==> config.mk <==
export PLATFORM = sky130hd
export DESIGN_NAME = utf8_char_assembler
export DESIGN_NICKNAME = d
export VERILOG_FILES = /design/src/utf8ca_pkg.sv /design/src/utf8_char_assembler.sv
export SDC_FILE = /design/constraint.sdc
export NUM_CORES = 1
export LEC_CHECK = 0
export ABC_AREA = 1
export BUFFER_PORTS_ARGS = -buffer_cell sky130_fd_sc_hd__buf_2
export CAP_MARGIN = 10
export CELL_PAD_IN_SITES_DETAIL_PLACEMENT = 1
export CELL_PAD_IN_SITES_GLOBAL_PLACEMENT = 2
export CORE_MARGIN = 5
export CORE_UTILIZATION = 28
export CTS_CLUSTER_SIZE = 8
export DETAILED_ROUTE_END_ITERATION = 16
export PLACE_DENSITY = 0.92
export SYNTH_ARGS = -nofsm -noshare
export SYNTH_HDL_FRONTEND = slang
export SYNTH_SLANG_ARGS = --single-unit
==> constraint.sdc <==
create_clock -name clock -period 6.5 [get_ports clock]
set_input_delay 0.325 -clock clock [delete_from_list [all_inputs] [get_ports clock]]
set_output_delay 0.325 -clock clock [all_outputs]
set_load 0.005 [all_outputs]
==> src/utf8ca_pkg.sv <==
// Package for the UTF-8 character assembler: status codes, sizes and lead-byte decode.
package utf8ca_pkg;

   localparam int unsigned MAX_CHAR_BYTES = 4;
   localparam int unsigned POS_W          = $clog2(MAX_CHAR_BYTES);
   localparam logic [6:0]  ASCII_FALLBACK = 7'h3F;

   // register index on the configuration port
   localparam logic REG_ENCODING_MODE = 1'b0;

   // encoding modes
   localparam logic MODE_ASCII = 1'b0;
   localparam logic MODE_UTF8  = 1'b1;

   typedef enum logic [1:0] {
      ST_INCOMPLETE = 2'd0,
      ST_COMPLETE   = 2'd1,
      ST_INVALID    = 2'd2
   } char_status_type;

   typedef logic [MAX_CHAR_BYTES-1:0][7:0] char_buf_type;

   // expected character length from the lead byte, 0 for a bad lead
   function automatic logic [2:0] lead_length(input logic [7:0] b);
      logic [2:0] len;
      len = 3'd0;
      if (b[7] == 1'b0) begin
         len = 3'd1;
      end else if (b[7:5] == 3'b110) begin
         len = 3'd2;
      end else if (b[7:4] == 4'b1110) begin
         len = 3'd3;
      end else if (b[7:3] == 5'b11110) begin
         len = 3'd4;
      end
      return len;
   endfunction

endpackage

==> src/utf8_char_assembler.sv <==
// Top level of the UTF-8 / ASCII character assembler, one result word per input byte.
//
//   channel   direction  handshake            payload
//   req       in         req_valid/req_ready  req_data_byte
//   rsp       out        rsp_valid/rsp_ready  rsp_char_status, rsp_char_bytes, rsp_char_len,
//                                             rsp_is_terminator, rsp_ascii_byte
//   csr       in/out     psel/penable/pready  paddr, pwrite, pwdata, prdata
//
// A byte is taken per clock unless rsp stalls; its result is registered for the next cycle.
// The rate is set by the single output register: a byte is taken whenever that register
// is empty or is being drained in the same cycle.
// Reset (synchronous) sets UTF-8 mode, clears the byte position and empties the output.
// A stall on rsp holds the result and backs up into req_ready.
module utf8_char_assembler
   import utf8ca_pkg::*;
(
   input  logic        clock,
   input  logic        reset,
   // input byte stream
   input  logic        req_valid,
   output logic        req_ready,
   input  logic [7:0]  req_data_byte,
   // character results
   output logic        rsp_valid,
   input  logic        rsp_ready,
   output logic [1:0]  rsp_char_status,
   output logic [31:0] rsp_char_bytes,
   output logic [2:0]  rsp_char_len,
   output logic        rsp_is_terminator,
   output logic [6:0]  rsp_ascii_byte,
   // configuration port
   input  logic        psel,
   input  logic        penable,
   input  logic        pwrite,
   input  logic [2:0]  paddr,
   input  logic [31:0] pwdata,
   output logic [31:0] prdata,
   output logic        pready
);

   // configuration and assembly state
   logic               mode_ff;
   logic [POS_W-1:0]   pos_ff,      pos_in;
   logic [2:0]         exp_len_ff,  exp_len_in;
   char_buf_type       char_buf_ff, char_buf_in;

   // output register
   logic               rsp_valid_ff;
   char_status_type    status_ff,   status_in;
   logic [31:0]        bytes_ff;
   logic [2:0]         len_ff;
   logic               term_ff,     term_in;
   logic [6:0]         ascii_ff,    ascii_in;

   logic               req_fire;
   logic               is_cont;
   logic [2:0]         pos_next;

   // config register access
   assign pready = 1'b1;
   assign prdata = (paddr[2] == REG_ENCODING_MODE) ? {31'd0, mode_ff} : 32'd0;

   always_ff @(posedge clock) begin
      if (reset) begin
         mode_ff <= MODE_UTF8;
      end else if (psel && penable && pwrite && pready && paddr[2] == REG_ENCODING_MODE) begin
         mode_ff <= pwdata[0];
      end
   end

   // take a byte when the output register is free or draining
   assign req_ready = !rsp_valid_ff || rsp_ready;
   assign req_fire  = req_valid && req_ready;
   assign is_cont   = (req_data_byte[7:6] == 2'b10);
   assign pos_next  = {1'b0, pos_ff} + 3'd1;

   // decode one byte against the current character
   always_comb begin
      char_buf_in = char_buf_ff;
      exp_len_in  = exp_len_ff;
      pos_in      = pos_ff;
      status_in   = ST_INCOMPLETE;
      if (mode_ff == MODE_ASCII) begin
         char_buf_in    = '0;
         char_buf_in[0] = req_data_byte;
         exp_len_in     = 3'd1;
         pos_in         = '0;
         status_in      = req_data_byte[7] ? ST_INVALID : ST_COMPLETE;
      end else if (pos_ff == '0) begin
         // lead byte: start a fresh character
         char_buf_in    = '0;
         char_buf_in[0] = req_data_byte;
         exp_len_in     = lead_length(req_data_byte);
         if (exp_len_in == 3'd0) begin
            status_in = ST_INVALID;
         end else if (exp_len_in == 3'd1) begin
            status_in = ST_COMPLETE;
         end else begin
            status_in = ST_INCOMPLETE;
         end
         pos_in = (status_in == ST_INCOMPLETE) ? POS_W'(1) : '0;
      end else if (!is_cont) begin
         // bad continuation: drop the byte, show what was stored
         status_in = ST_INVALID;
         pos_in    = '0;
      end else begin
         char_buf_in[pos_ff] = req_data_byte;
         if (exp_len_ff == pos_next) begin
            status_in = ST_COMPLETE;
            pos_in    = '0;
         end else begin
            status_in = ST_INCOMPLETE;
            pos_in    = pos_next[POS_W-1:0];
         end
      end
      term_in  = (exp_len_in == 3'd1) && (char_buf_in[0] == 8'd0);
      ascii_in = char_buf_in[0][7] ? ASCII_FALLBACK : char_buf_in[0][6:0];
   end

   // advance assembly state on each accepted byte
   always_ff @(posedge clock) begin
      if (reset) begin
         pos_ff     <= '0;
         exp_len_ff <= 3'd0;
      end else if (req_fire) begin
         pos_ff     <= pos_in;
         exp_len_ff <= exp_len_in;
      end
   end

   always_ff @(posedge clock) begin
      if (req_fire) begin
         char_buf_ff <= char_buf_in;
      end
   end

   // hold the result word until taken
   always_ff @(posedge clock) begin
      if (reset) begin
         rsp_valid_ff <= 1'b0;
      end else if (req_fire) begin
         rsp_valid_ff <= 1'b1;
      end else if (rsp_ready) begin
         rsp_valid_ff <= 1'b0;
      end
   end

   always_ff @(posedge clock) begin
      if (req_fire) begin
         status_ff <= status_in;
         bytes_ff  <= char_buf_in;
         len_ff    <= exp_len_in;
         term_ff   <= term_in;
         ascii_ff  <= ascii_in;
      end
   end

   assign rsp_valid         = rsp_valid_ff;
   assign rsp_char_status   = status_ff;
   assign rsp_char_bytes    = bytes_ff;
   assign rsp_char_len      = len_ff;
   assign rsp_is_terminator = term_ff;
   assign rsp_ascii_byte    = ascii_ff;

   // a partial character is always shorter than its expected length
   a_pos_in_range: assert property (@(posedge clock) disable iff (reset)
      (pos_ff != '0) |-> (exp_len_ff >= 3'd2 && {1'b0, pos_ff} < exp_len_ff))
      else $error("byte position outside the expected length");

   // ASCII mode never leaves a partial character behind
   a_ascii_restart: assert property (@(posedge clock) disable iff (reset)
      (req_fire && mode_ff == MODE_ASCII) |=> (pos_ff == '0))
      else $error("position not restarted after ASCII byte");

   // an incomplete word always belongs to a multi-byte character
   a_incomplete_len: assert property (@(posedge clock) disable iff (reset)
      (rsp_valid_ff && status_ff == ST_INCOMPLETE) |-> (len_ff >= 3'd2))
      else $error("incomplete word with short length");

   // a complete word has a real length
   a_complete_len: assert property (@(posedge clock) disable iff (reset)
      (rsp_valid_ff && status_ff == ST_COMPLETE) |-> (len_ff != 3'd0))
      else $error("complete word with zero length");

   // a word is only shown after a byte was taken
   a_rsp_from_req: assert property (@(posedge clock) disable iff (reset)
      $rose(rsp_valid_ff) |-> $past(req_fire))
      else $error("result word without accepted byte");

endmodule
==> summary.md, run 1 <==
| Metric | Value |
|---|---|
| Initial core utilization | `28.9%` |
| Slew HR | `approximately 47%` |
| DRC violations left | `0` |
| Die area | `between 10,000 and 15,000 µm²` |
| Worst-path clk slew | `0.10 ns` |
| Drt pass-1 iters | `4` |
| DIE WIDTH | `between 100 and 150 µm` |
| Multiplexer share of the synthesized area | `0%` |
| WP buf/inv | `3` |
| Area leader, netlist | `edfxtp_1` |
| Clock tree buffer depth | `2` |
| F_max | `482 MHz` |
| Setup TNS Final | `0 ns` |
| Overflow after GRT | `0` |
| Worst-margin pin slew | `0.800 ns` |
| Sequential fraction of the synthesis area | `55.6%` |
| Final core utilization | `about 33%` |
| Worst path depth | `10` |
| Final hold viol count | `0` |
| Core footprint | `9280 µm²` |
| RSZ-0062 raised after global routing | `false` |
| Distinct cells, synth | `26` |
| Worst-Skew Late Latency | `between 0.3 and 0.4 ns` |
| Number of global-route vias before repair | `1,923` |
| Root Driver | `clkbuf_8` |
| GPL Wtd Cong | `0.795` |
| Highest net fanout along the worst path | `29` |
| Leak Pwr | `between 0.001 and 0.0015 µW` |
| Post-DRT Antenna Nets | `0` |
| Crit start category | `register` |
| Sequential cell area | `1490 µm²` |
| Synth Area in Simple Gates | `12.5%` |
| Number of port buffers | `64` |
| Hold_buf cts | `0` |
| IR drop worst, VDD | `0.0000848 V` |
| Routed WL | `6690 µm` |
| CP top delay family | `simple AND/OR/NAND/NOR gates` |
| Slowest cell delay on critical path | `0.46 ns` |
| CP endpoint kind | `register` |
| Clock Skews | `0.00815 ns` |
| Global Route Usage Sum | `11.6%` |
| Largest net degree at the start of global routing | `54` |
| WL/cell | `14.2 µm` |
| Slew Viols, Final | `0` |
| H-tree depth | `2` |
| Data required, critical path | `6.59 ns` |
| Synth Cell Area | `about 2700 µm²` |
| Crit path DAT | `around 2.2 ns` |
| Yosys top cell area share | `about half` |
| Chip height | `between 100 and 150 µm` |
| Post-DP HPWL | `5040 µm` |
| Share of layout cells above drive strength 1 | `between 20% and 30%` |
| Instance count of the mapped netlist | `roughly 280` |
| Yosys reg bits | `between 50 and 60` |
| FF-to-FF path depth | `10` |
| Status | `finished clean` |
| Crit path cell chain | `inv_1 > ha_1 > inv_2 > nand2_4 > inv_4 > nand2_1 > nand2_1 > nor2_1 > nand2_1 > nor2_1` |
| Largest family of logic cells by synthesized area | `buffers and inverters` |
| Placed cell count | `462` |
| First-pass GRT wire length | `roughly 10,000 µm` |
| Crit Path Category | `reg -> reg` |
| Worst hold path type | `in -> reg` |
| Routed vias | `1,963` |
| Rows | `35` |
| XOR/XNOR Fraction of Synth Area | `0.327%` |
| Initial antenna violation count | `0` |
| Synth Area in Compound Gates | `12.6%` |
| Min-Delay Path Depth | `2` |
| Area contributors post-synth | `edfxtp_1 (50%), buf_4 (9.0%), nand2_1 (5.7%)` |
| Synth Area in Adders | `1.87%` |
| Max cap viols | `0` |
| Filler cells | `1,124` |
| Post_cts resized | `0` |
| Mean Syn Cell Area | `around 9.7 µm²` |
| Final antenna diode count | `0` |
| Post-CTS setup repair buffer count | `0` |
| Warnings from Yosys | `0` |
| Final min period | `2.08 ns` |
| P per Cell Area | `234 nW/µm²` |
| Crit-path slowest cell | `dfxtp_1` |
| Clock sinks | `52` |
| CTS buffer count | `5` |
| Final Setup Violations | `0` |
| Final Cycle Share | `31.9%` |
| I/O pin total | `130` |
| Number of vias per cell | `~4.2` |
| Nets | `slightly below 400` |
| Overall power | `a little over 700 µW` |
| Most common cell on crit path | `nand2_1` |
| Clock tree from TritonCTS | `built` |
| Layout area overhead | `15.2%` |
| Finished Layout Cells | `470` |
| Area of the multi-input gates | `858 µm²` |
| Starting DRT DRC Count | `116` |
==> flip-flops by register name, indices dropped and copies added, names as in the netlist <==
register,count
pos_ff,2
rsp_char_bytes,3
rsp_char_len,3
rsp_ascii_byte,7
rsp_char_status,2
exp_len_ff,3
mode_ff,1
rsp_is_terminator,1
rsp_valid,1
char_buf_ff,29
==> where the power goes <==
group / internal (µW) / leakage (µW) / switching [µW] / total [µW]
Combinational: 41.5 / 0.000873 / 80.7 / 122
Sequential: 396 / 0.000501 / 13.6 / 409
Clock: 76.9 / 0.0000414 / 115 / 192
Total: 514 / 0.00142 / 209 / 724
==> layout make-up <==
| type | count | share of cell area (%) |
|---|---|---|
| clock inverter | 2 | 0.527 |
| multi-input combinational | 174 | 27.8 |
| tap | 129 | 5.23 |
| clock buffer | 6 | 2.35 |
| sequential | 52 | 48.3 |
| timing repair buffer | 65 | 10.6 |
| inverter | 42 | 5.19 |
==> synth_stat cells <==
library cell / instances
dfxtp_1: 7
nand4_1: 1
inv_1: 40
o21ai_2: 5
buf_8: 1
buf_6: 1
nand3_1: 7
buf_4: 32
a21oi_2: 1
edfxtp_1: 45
a21oi_1: 25
xnor2_1: 1
conb_1: 2
nor3_2: 2
buf_2: 5
o21ai_0: 26
nand2_2: 4
o211ai_1: 1
o21a_1: 2
inv_2: 1
ha_1: 4
nand2_4: 2
nand2_1: 41
nor2_1: 19
inv_4: 1
o31ai_1: 1
==> per-stage QoR <==
stage               area, µm²  hold WS [ns]  setup WS (ns)
global route             3090         0.217           4.14
floorplan                2790         0.394           4.08
CTS                      3090         0.217           4.41
global placement         3000         0.516           4.44
finish                   3090         0.217           4.42
detailed placement       3000         0.545           4.41
==> logic make-up after synthesis <==
family,count (synthesis)
flops,52
buf+inv,81
compound gates,61
other cells,2
simple gates,76
fa+ha+maj,4
xor+xnor,1
==> path summary, 6_finish.rpt <==
check	start	endpoint	slack, ns
worst min-delay path	reset	rsp_valid	0.22
worst max-delay path	pos_ff[0]	rsp_is_terminator	4.42
worst min register to register	rsp_valid	rsp_valid	0.56
worst max register to register	pos_ff[0]	rsp_is_terminator	4.42
==> per-layer routing <==
layer  share of wire (%)  vias up  track usage (%)
met2                  47       65             18.8
met1                  43      926             14.5
met5                   0        -                0
met4                 1.6        0             4.60
met3                 7.8        9             3.42
li1                    -      963                -
==> cell usage in the layout, fill, tap and decap left out <==
cell type / count
nand2_4: 2
o21ai_0: 26
o211ai_1: 1
clkbuf_1: 1
conb_1: 32
nand3_1: 7
a21oi_1: 25
nor2_1: 19
clkinvlp_4: 1
clkbuf_8: 5
inv_4: 1
nor3_2: 2
inv_2: 1
dfxtp_1: 7
o21ai_2: 5
nand2_2: 4
clkinv_4: 1
buf_2: 64
a21oi_4: 1
edfxtp_1: 45
inv_1: 40
nand4_1: 1
xnor2_1: 1
nand2_1: 41
o31ai_1: 1
buf_4: 1
o21a_1: 2
ha_1: 4
No activity file was read; power rests on OpenSTA's default activity.
==> run 2: changes to the inputs <==
--- a/config.mk
+++ b/config.mk
@@ -5,16 +5,16 @@
 export SDC_FILE = /design/constraint.sdc
 export NUM_CORES = 1
 export LEC_CHECK = 0
-export ABC_AREA = 1
+export ABC_AREA = 0
 export BUFFER_PORTS_ARGS = -buffer_cell sky130_fd_sc_hd__buf_2
 export CAP_MARGIN = 10
 export CELL_PAD_IN_SITES_DETAIL_PLACEMENT = 1
 export CELL_PAD_IN_SITES_GLOBAL_PLACEMENT = 2
 export CORE_MARGIN = 5
-export CORE_UTILIZATION = 28
+export CORE_UTILIZATION = 27
 export CTS_CLUSTER_SIZE = 8
 export DETAILED_ROUTE_END_ITERATION = 16
-export PLACE_DENSITY = 0.92
+export PLACE_DENSITY = 0.87
 export SYNTH_ARGS = -nofsm -noshare
 export SYNTH_HDL_FRONTEND = slang
 export SYNTH_SLANG_ARGS = --single-unit
==> constraint.sdc (replaced) <==
create_clock -name clock -period 2.05 [get_ports clock]
set_input_delay 0.1025 -clock clock [delete_from_list [all_inputs] [get_ports clock]]
set_output_delay 0.1025 -clock clock [all_outputs]
set_load 0.005 [all_outputs]
==> summary.md, run 2 <==
| Metric | Value |
|---|---|
| Register name with the most flops | `char_buf_ff` |
| Largest net degree at the start of global routing | `29 (-46%)` |
| Mean Syn Cell Area | `10.5 µm² (+8.6%)` |
| P_int | `1690 µW (+230%)` |
| Initial antenna violation count | `0 (unchanged)` |
| Min-Delay Path Depth | `3 (+1)` |
| Routed WL | `7030 µm (+5.1%)` |
| DRC violations left | `0 (unchanged)` |
| Commonest non-fill, non-tap cells in the layout | `buf_2 (64), nand2_1 (46), edfxtp_1 (45)` |
| Clock tree buffer depth | `2 (unchanged)` |
| Die area | `12,200 µm² (+4.9%)` |
| Rows | `36 (+2.9%)` |
| Combinational Power Share | `12.9% (-4.0 points)` |
| CP endpoint kind | `register` |
| WL/cell | `15.4 µm (+7.9%)` |
| RSZ-0062 raised after global routing | `false` |
| Slew Viols, Final | `0 (unchanged)` |
| Layout area overhead | `16.8%` |
| Clk pwr share | `31.3% (+4.8 points)` |
| Status | `finished clean` |
| Final Setup Violations | `0 (unchanged)` |
| Clock sinks | `52 (unchanged)` |
| Area contributors post-synth | `edfxtp_1 (50%), buf_4 (8.8%), nand2_1 (6.3%)` |
| Leak Pwr | `0.00138 µW (-2.3%)` |
| Min Hold Slack | `0.0358 ns (-0.181 ns)` |
| Number of vias per cell | `4.36 (+4.3%)` |
| F_max | `544 MHz (+13%)` |
| H-tree depth | `2 (unchanged)` |
| Max cap viols | `0 (unchanged)` |
| Clock Skews | `0.00679 ns (-0.00136 ns)` |
| Post-CTS setup repair buffer count | `0 (unchanged)` |
| Max reg flops | `29 (unchanged)` |
| Instance count of the mapped netlist | `259 (-6.5%)` |
| Crit start category | `register` |
| Worst-Skew Late Latency | `0.30 ns (-0.02 ns)` |
| Hold_buf cts | `0 (unchanged)` |
| Area leader, netlist | `edfxtp_1` |
| Number of global-route vias before repair | `2,113 (+9.9%)` |
| Clock tree from TritonCTS | `built` |
| Highest net fanout along the worst path | `4 (-86%)` |
| Most frequent cell after synthesis | `nand2_1` |
| Share of layout cells above drive strength 1 | `28.0% (+2.2 points)` |
| Sequential fraction of the synthesis area | `54.8% (-0.87 points)` |
| Routed vias | `1,995 (+1.6%)` |
| Flop pwr share | `55.8% (-0.8 points)` |
| Placement Cell Area | `3070 µm² (+2.3%)` |
| Crit Path Category | `reg -> reg` |
| Overflow after GRT | `0 (unchanged)` |
| Final Instance Area | `3180 µm² (+3.0%)` |
| Worst setup margin | `0.210 ns (-4.21 ns)` |
| Final Cycle Share | `89.7% (+58 points)` |
| Final min period | `1.84 ns (-0.236 ns)` |
| Post-DRT Antenna Nets | `0 (unchanged)` |
| P per Cell Area | `707 nW/µm² (+200%)` |
| Most frequent cells after synthesis | `nand2_1 (46), edfxtp_1 (45), buf_4 (32), a21oi_1 (23), nand3_1 (21)` |
| Worst-path clk slew | `0.09 ns (about the same)` |
| Worst hold path type | `in -> reg` |
| CTS buffer count | `5 (unchanged)` |
| Starting DRT DRC Count | `55 (-53%)` |
| Switching Share | `24.8% (-4.2 points)` |
| Setup TNS Final | `0 ns (unchanged)` |
| Nets | `378 (-4.1%)` |
| Synth Cell Area | `2720 µm² (+1.6%)` |
| First-pass GRT wire length | `11,100 µm (+6.2%)` |
| DIE WIDTH | `110 µm (+2.4%)` |
| Switch Pwr | `557 µW (+170%)` |
| Chip height | `110 µm (+2.4%)` |
| Data required, critical path | `2.19 ns (-4.40 ns)` |
| Number of port buffers | `64 (unchanged)` |
| Final antenna diode count | `0 (unchanged)` |
| Synth Flop Type | `edfxtp_1` |
| Root Driver | `clkbuf_8` |
| Synth async-reset ratio | `0% (unchanged)` |
| Warnings from Yosys | `0 (unchanged)` |
| GPL Wtd Cong | `0.850 (+6.9%)` |
| Drt pass-1 iters | `4 (unchanged)` |
| FF-to-FF path depth | `6 (-4)` |
| Global Route Usage Sum | `11.1% (-0.51 points)` |
| DP Worst Slack | `0.129 ns (-4.28 ns)` |
| Yosys top cell area share | `49.6% (-0.79 points)` |
| Crit path DAT | `1.98 ns (-0.18 ns)` |
| Post_cts resized | `0 (unchanged)` |
| Initial core utilization | `27.7% (-1.1 points)` |
| Most common cell after layout, fill and taps aside | `buf_2` |
| Yosys reg bits | `52 (unchanged)` |
| Distinct cells, synth | `41 (+58%)` |
| IR drop worst, VDD | `0.000291 V (+240%)` |
| Core footprint | `9820 µm² (+5.8%)` |
| Post-DP HPWL | `5350 µm (+6.1%)` |
| I/O pin total | `130 (unchanged)` |
| Final hold viol count | `0 (unchanged)` |
| Post-synth EDFFs | `45 (unchanged)` |
| Overall power | `2250 µW (+210%)` |
run 2: per-layer routing:
| layer | track usage (%) | wire [µm] | up-vias |
|---|---|---|---|
| met1 | 14.2 | 3140 | 965 |
| met4 | 1.72 | 32 | 0 |
| met2 | 19.1 | 3450 | 59 |
| met5 | 0 | 0 | - |
| met3 | 3.12 | 406 | 4 |
| li1 | - | - | 967 |
run 2: area by class of cell:
type | count | area (µm²)
well taps | 133 | 166
inverters | 7 | 26.3
clock inverters | 2 | 35.0
flip-flops and latches | 52 | 1490
fillers | 1179 | 6640
multi-input cells | 184 | 995
repair buffers | 74 | 395
clock buffers | 6 | 72.6
run 2: logic make-up (layout without fill, tap and decap cells):
| group | Yosys count | after routing | synth area share (%) |
|---|---|---|---|
| XOR/XNOR | 3 | 3 | 0.965 |
| AND/OR/NAND/NOR | 108 | 108 | 19.8 |
| flip-flops | 52 | 52 | 54.8 |
| adder cells (fa/ha/maj) | 4 | 4 | 1.84 |
| multiplexers | 7 | 7 | 2.57 |
| other | 2 | 32 | 0.276 |
| AO/OA/AOI/OAI | 30 | 30 | 6.71 |
| buffers and inverters | 53 | 89 | 13.0 |
run 2: per-stage QoR:
step | std cells | utilization [%]
3_5_place_dp | 450 | 31.3
5_1_grt | 458 | 32.4
4_1_cts | 458 | 32.4
3_3_place_gp | 450 | 31.3
2_1_floorplan | 289 | -
6_report | 458 | 32.4
run 2: power groups by stage:
stage	combinational, µW	sequential (µW)	clock (µW)
6_report	290	1250	703
5_1_grt	327	1260	774
4_1_cts	295	1260	729
3_5_place_dp	294	1280	0
3_3_place_gp	283	1280	0
2_1_floorplan	194	1280	0
run 2: worst paths after layout:
path                   from                 to  slack, ns
setup / recovery  pos_ff[1]  rsp_is_terminator       0.21
setup reg to reg  pos_ff[1]  rsp_is_terminator       0.21
hold reg to reg   pos_ff[1]          pos_ff[1]       0.51
hold / removal    req_valid          rsp_valid       0.04
run 2: worst max-delay path: stages, from the launching register on:
cell and delay [ns]:
dfxtp_1 0.39, inv_1 0.09, ha_1 0.26, or2b_2 0.35
nor4_4 0.21, o21bai_1 0.13, nor4b_2 0.25
==> run 3: changes to the inputs <==
--- a/config.mk
+++ b/config.mk
@@ -15,6 +15,7 @@
 export CTS_CLUSTER_SIZE = 8
 export DETAILED_ROUTE_END_ITERATION = 16
 export PLACE_DENSITY = 0.87
+export RECOVER_POWER = 50
 export SYNTH_ARGS = -nofsm -noshare
 export SYNTH_HDL_FRONTEND = slang
 export SYNTH_SLANG_ARGS = --single-unit
==> summary.md, run 3 (synthesized netlist as in run 2, its figures left out) <==
| Metric | Value |
|---|---|
| Post-DRT Antenna Nets | `0 (unchanged)` |
| Largest net degree at the start of global routing | `29 (unchanged)` |
| Hold_buf cts | `0 (unchanged)` |
| Routed WL | `7040 µm (about the same)` |
| Final Setup Violations | `0 (unchanged)` |
| Crit Path Category | `reg -> reg` |
| Worst-Skew Late Latency | `0.30 ns (about the same)` |
| Final antenna diode count | `0 (unchanged)` |
| Overall power | `2240 µW (-0.51%)` |
| Highest net fanout along the worst path | `4 (unchanged)` |
| Final Cycle Share | `89.9% (+0.16 points)` |
| Worst-path clk slew | `0.10 ns (about the same)` |
| Initial core utilization | `27.7% (unchanged)` |
| Drt pass-1 iters | `4 (unchanged)` |
| Leak Pwr | `0.00126 µW (-8.8%)` |
| Crit path cell chain | `inv_1 > ha_1 > or2b_2 > nor4_4 > o21bai_1 > nor4b_2` |
| Worst hold path type | `in -> reg` |
| Rows | `36 (unchanged)` |
| Number of port buffers | `64 (unchanged)` |
| Share of layout cells above drive strength 1 | `15.7% (-12 points)` |
| Worst R2R Setup Slack | `0.21 ns (about the same)` |
| Layout area overhead | `14.7%` |
| Grt met1 use | `14.2% (unchanged)` |
| Max reg flops | `29 (unchanged)` |
| Max cap viols | `0 (unchanged)` |
| FF-to-FF path depth | `6 (unchanged)` |
| WL/cell | `15.4 µm (about the same)` |
| Status | `finished clean` |
| DRC violations left | `0 (unchanged)` |
| Clock tree buffer depth | `2 (unchanged)` |
| Slew HR | `55.0%` |
| Core footprint | `9820 µm² (unchanged)` |
| Clock tree from TritonCTS | `built` |
| GPL Wtd Cong | `0.850 (unchanged)` |
| RR Endpoint | `rsp_is_terminator` |
| Number of vias per cell | `4.38 (+0.55%)` |
| P per Cell Area | `716 nW/µm² (+1.3%)` |
| Commonest non-fill, non-tap cells in the layout | `nand2_1 (46), edfxtp_1 (45), clkbuf_1 (41)` |
| Setup TNS Final | `0 ns (unchanged)` |
| Nets | `378 (unchanged)` |
| CTS buffer count | `5 (unchanged)` |
| DIE WIDTH | `110 µm (unchanged)` |
| IR drop worst, VDD | `0.000291 V (about the same)` |
| Crit start category | `register` |
| Register name with the most flops | `char_buf_ff` |
| CP endpoint kind | `register` |
| Beginning of the critical path | `pos_ff[1]` |
| CP top delay family | `simple AND/OR/NAND/NOR gates` |
| RSZ-0062 raised after global routing | `false` |
| Overflow after GRT | `0 (unchanged)` |
| Final hold viol count | `0 (unchanged)` |
| GRT met2 Usage | `19.1% (unchanged)` |
| Clock Skews | `0.00754 ns (+0.000749 ns)` |
| Most common cell after layout, fill and taps aside | `nand2_1` |
| F_max | `543 MHz (-0.18%)` |
| Worst path depth | `6 (unchanged)` |
| Routed vias | `2,006 (+0.55%)` |
| Slew Viols, Final | `0 (unchanged)` |
| Clock sinks | `52 (unchanged)` |
| Data required, critical path | `2.18 ns (about the same)` |
| Crit-path slowest cell | `dfxtp_1` |
| Chip height | `110 µm (unchanged)` |
| Slowest cell delay on critical path | `0.39 ns (about the same)` |
| H-tree depth | `2 (unchanged)` |
| I/O pin total | `130 (unchanged)` |
| Post-DP HPWL | `5350 µm (unchanged)` |
| Worst-margin pin slew | `0.675 ns` |
| Global Route Usage Sum | `11.1% (unchanged)` |
| Root Driver | `clkbuf_8` |
| WP buf/inv | `1 (unchanged)` |
| Final min period | `1.84 ns (+0.00325 ns)` |
| Starting DRT DRC Count | `72 (+31%)` |
| Grt peak-use layer | `met2` |
| Initial antenna violation count | `0 (unchanged)` |
| GR Util met3 | `3.12% (unchanged)` |
| Crit Reg-Reg Startpoint | `pos_ff[1]` |
| Crit path DAT | `1.98 ns (about the same)` |
| Critical Path Sink | `rsp_is_terminator` |
| First-pass GRT wire length | `11,100 µm (unchanged)` |
| Die area | `12,200 µm² (unchanged)` |
| Number of global-route vias before repair | `2,113 (unchanged)` |
[run 3: cell count changes in the layout (fill, tap and decap cells not counted)]
| cell | change |
|---|---|
| buf_2 | -39 |
| clkbuf_1 | +40 |
| buf_4 | -3 |
| clkbuf_2 | +2 |
[run 3: timing repair]
action,4_1_cts,5_1_grt
gates resized for setup,0,1
setup endpoints to repair,0,2
setup buffers,0,0
endpoints found under the hold margin,0,0
[run 3: how the worst min path moves through the flow]
stage | from | endpoint | slack, ns | depth (start not counted)
3_3_place_gp | req_valid | rsp_valid | 0.35 | 3
4_1_cts | req_valid | rsp_valid | 0.03 | 3
3_5_place_dp | req_valid | rsp_valid | 0.36 | 3
6_report | req_valid | rsp_valid | 0.04 | 3
2_1_floorplan | reset | exp_len_ff[1] | 0.17 | 1
5_1_grt | req_valid | rsp_valid | 0.03 | 3
[run 3: final cells by class]
| cell class | count | area, µm² |
|---|---|---|
| Clock buffer | 6 | 72.6 |
| Clock inverter | 2 | 35.0 |
| Fill cell | 1195 | 6700 |
| Inverter | 7 | 26.3 |
| Multi-Input combinational cell | 184 | 995 |
| Sequential cell | 52 | 1490 |
| Tap cell | 133 | 166 |
| Timing Repair Buffer | 74 | 338 |
[run 3: where the power goes]
group / leakage [µW] / switching (µW) / internal (µW) / total (µW)
Sequential: 0.000501 / 34.9 / 1220 / 1260
Combinational: 0.000704 / 183 / 94.4 / 278
Clock: 0.0000552 / 340 / 363 / 703
Total: 0.00126 / 558 / 1680 / 2240
[run 3: layer usage]
layer	wire length, µm	part of all wire [%]
met1	3140	45
met2	3460	49
met4	32	0.45
met3	402	5.7
met5	0	0
[run 3: tightest hold or removal path, stage by stage]
cell and delay [ns]:
buf_2 0.10, inv_1 0.04, a21oi_1 0.05
[run 3: per-stage QoR]
stage          cells  hold slack, ns  util [%]  setup slack [ns]  cell area (µm²)
3_5_place_dp     450           0.359      31.3             0.129             3070
6_report         458          0.0377      31.8             0.207             3120
4_1_cts          458          0.0292      32.4             0.106             3180
5_1_grt          458          0.0349      31.8            0.0645             3120
3_3_place_gp     450           0.351      31.3             0.134             3070
2_1_floorplan    289           0.172         -             0.132             2840
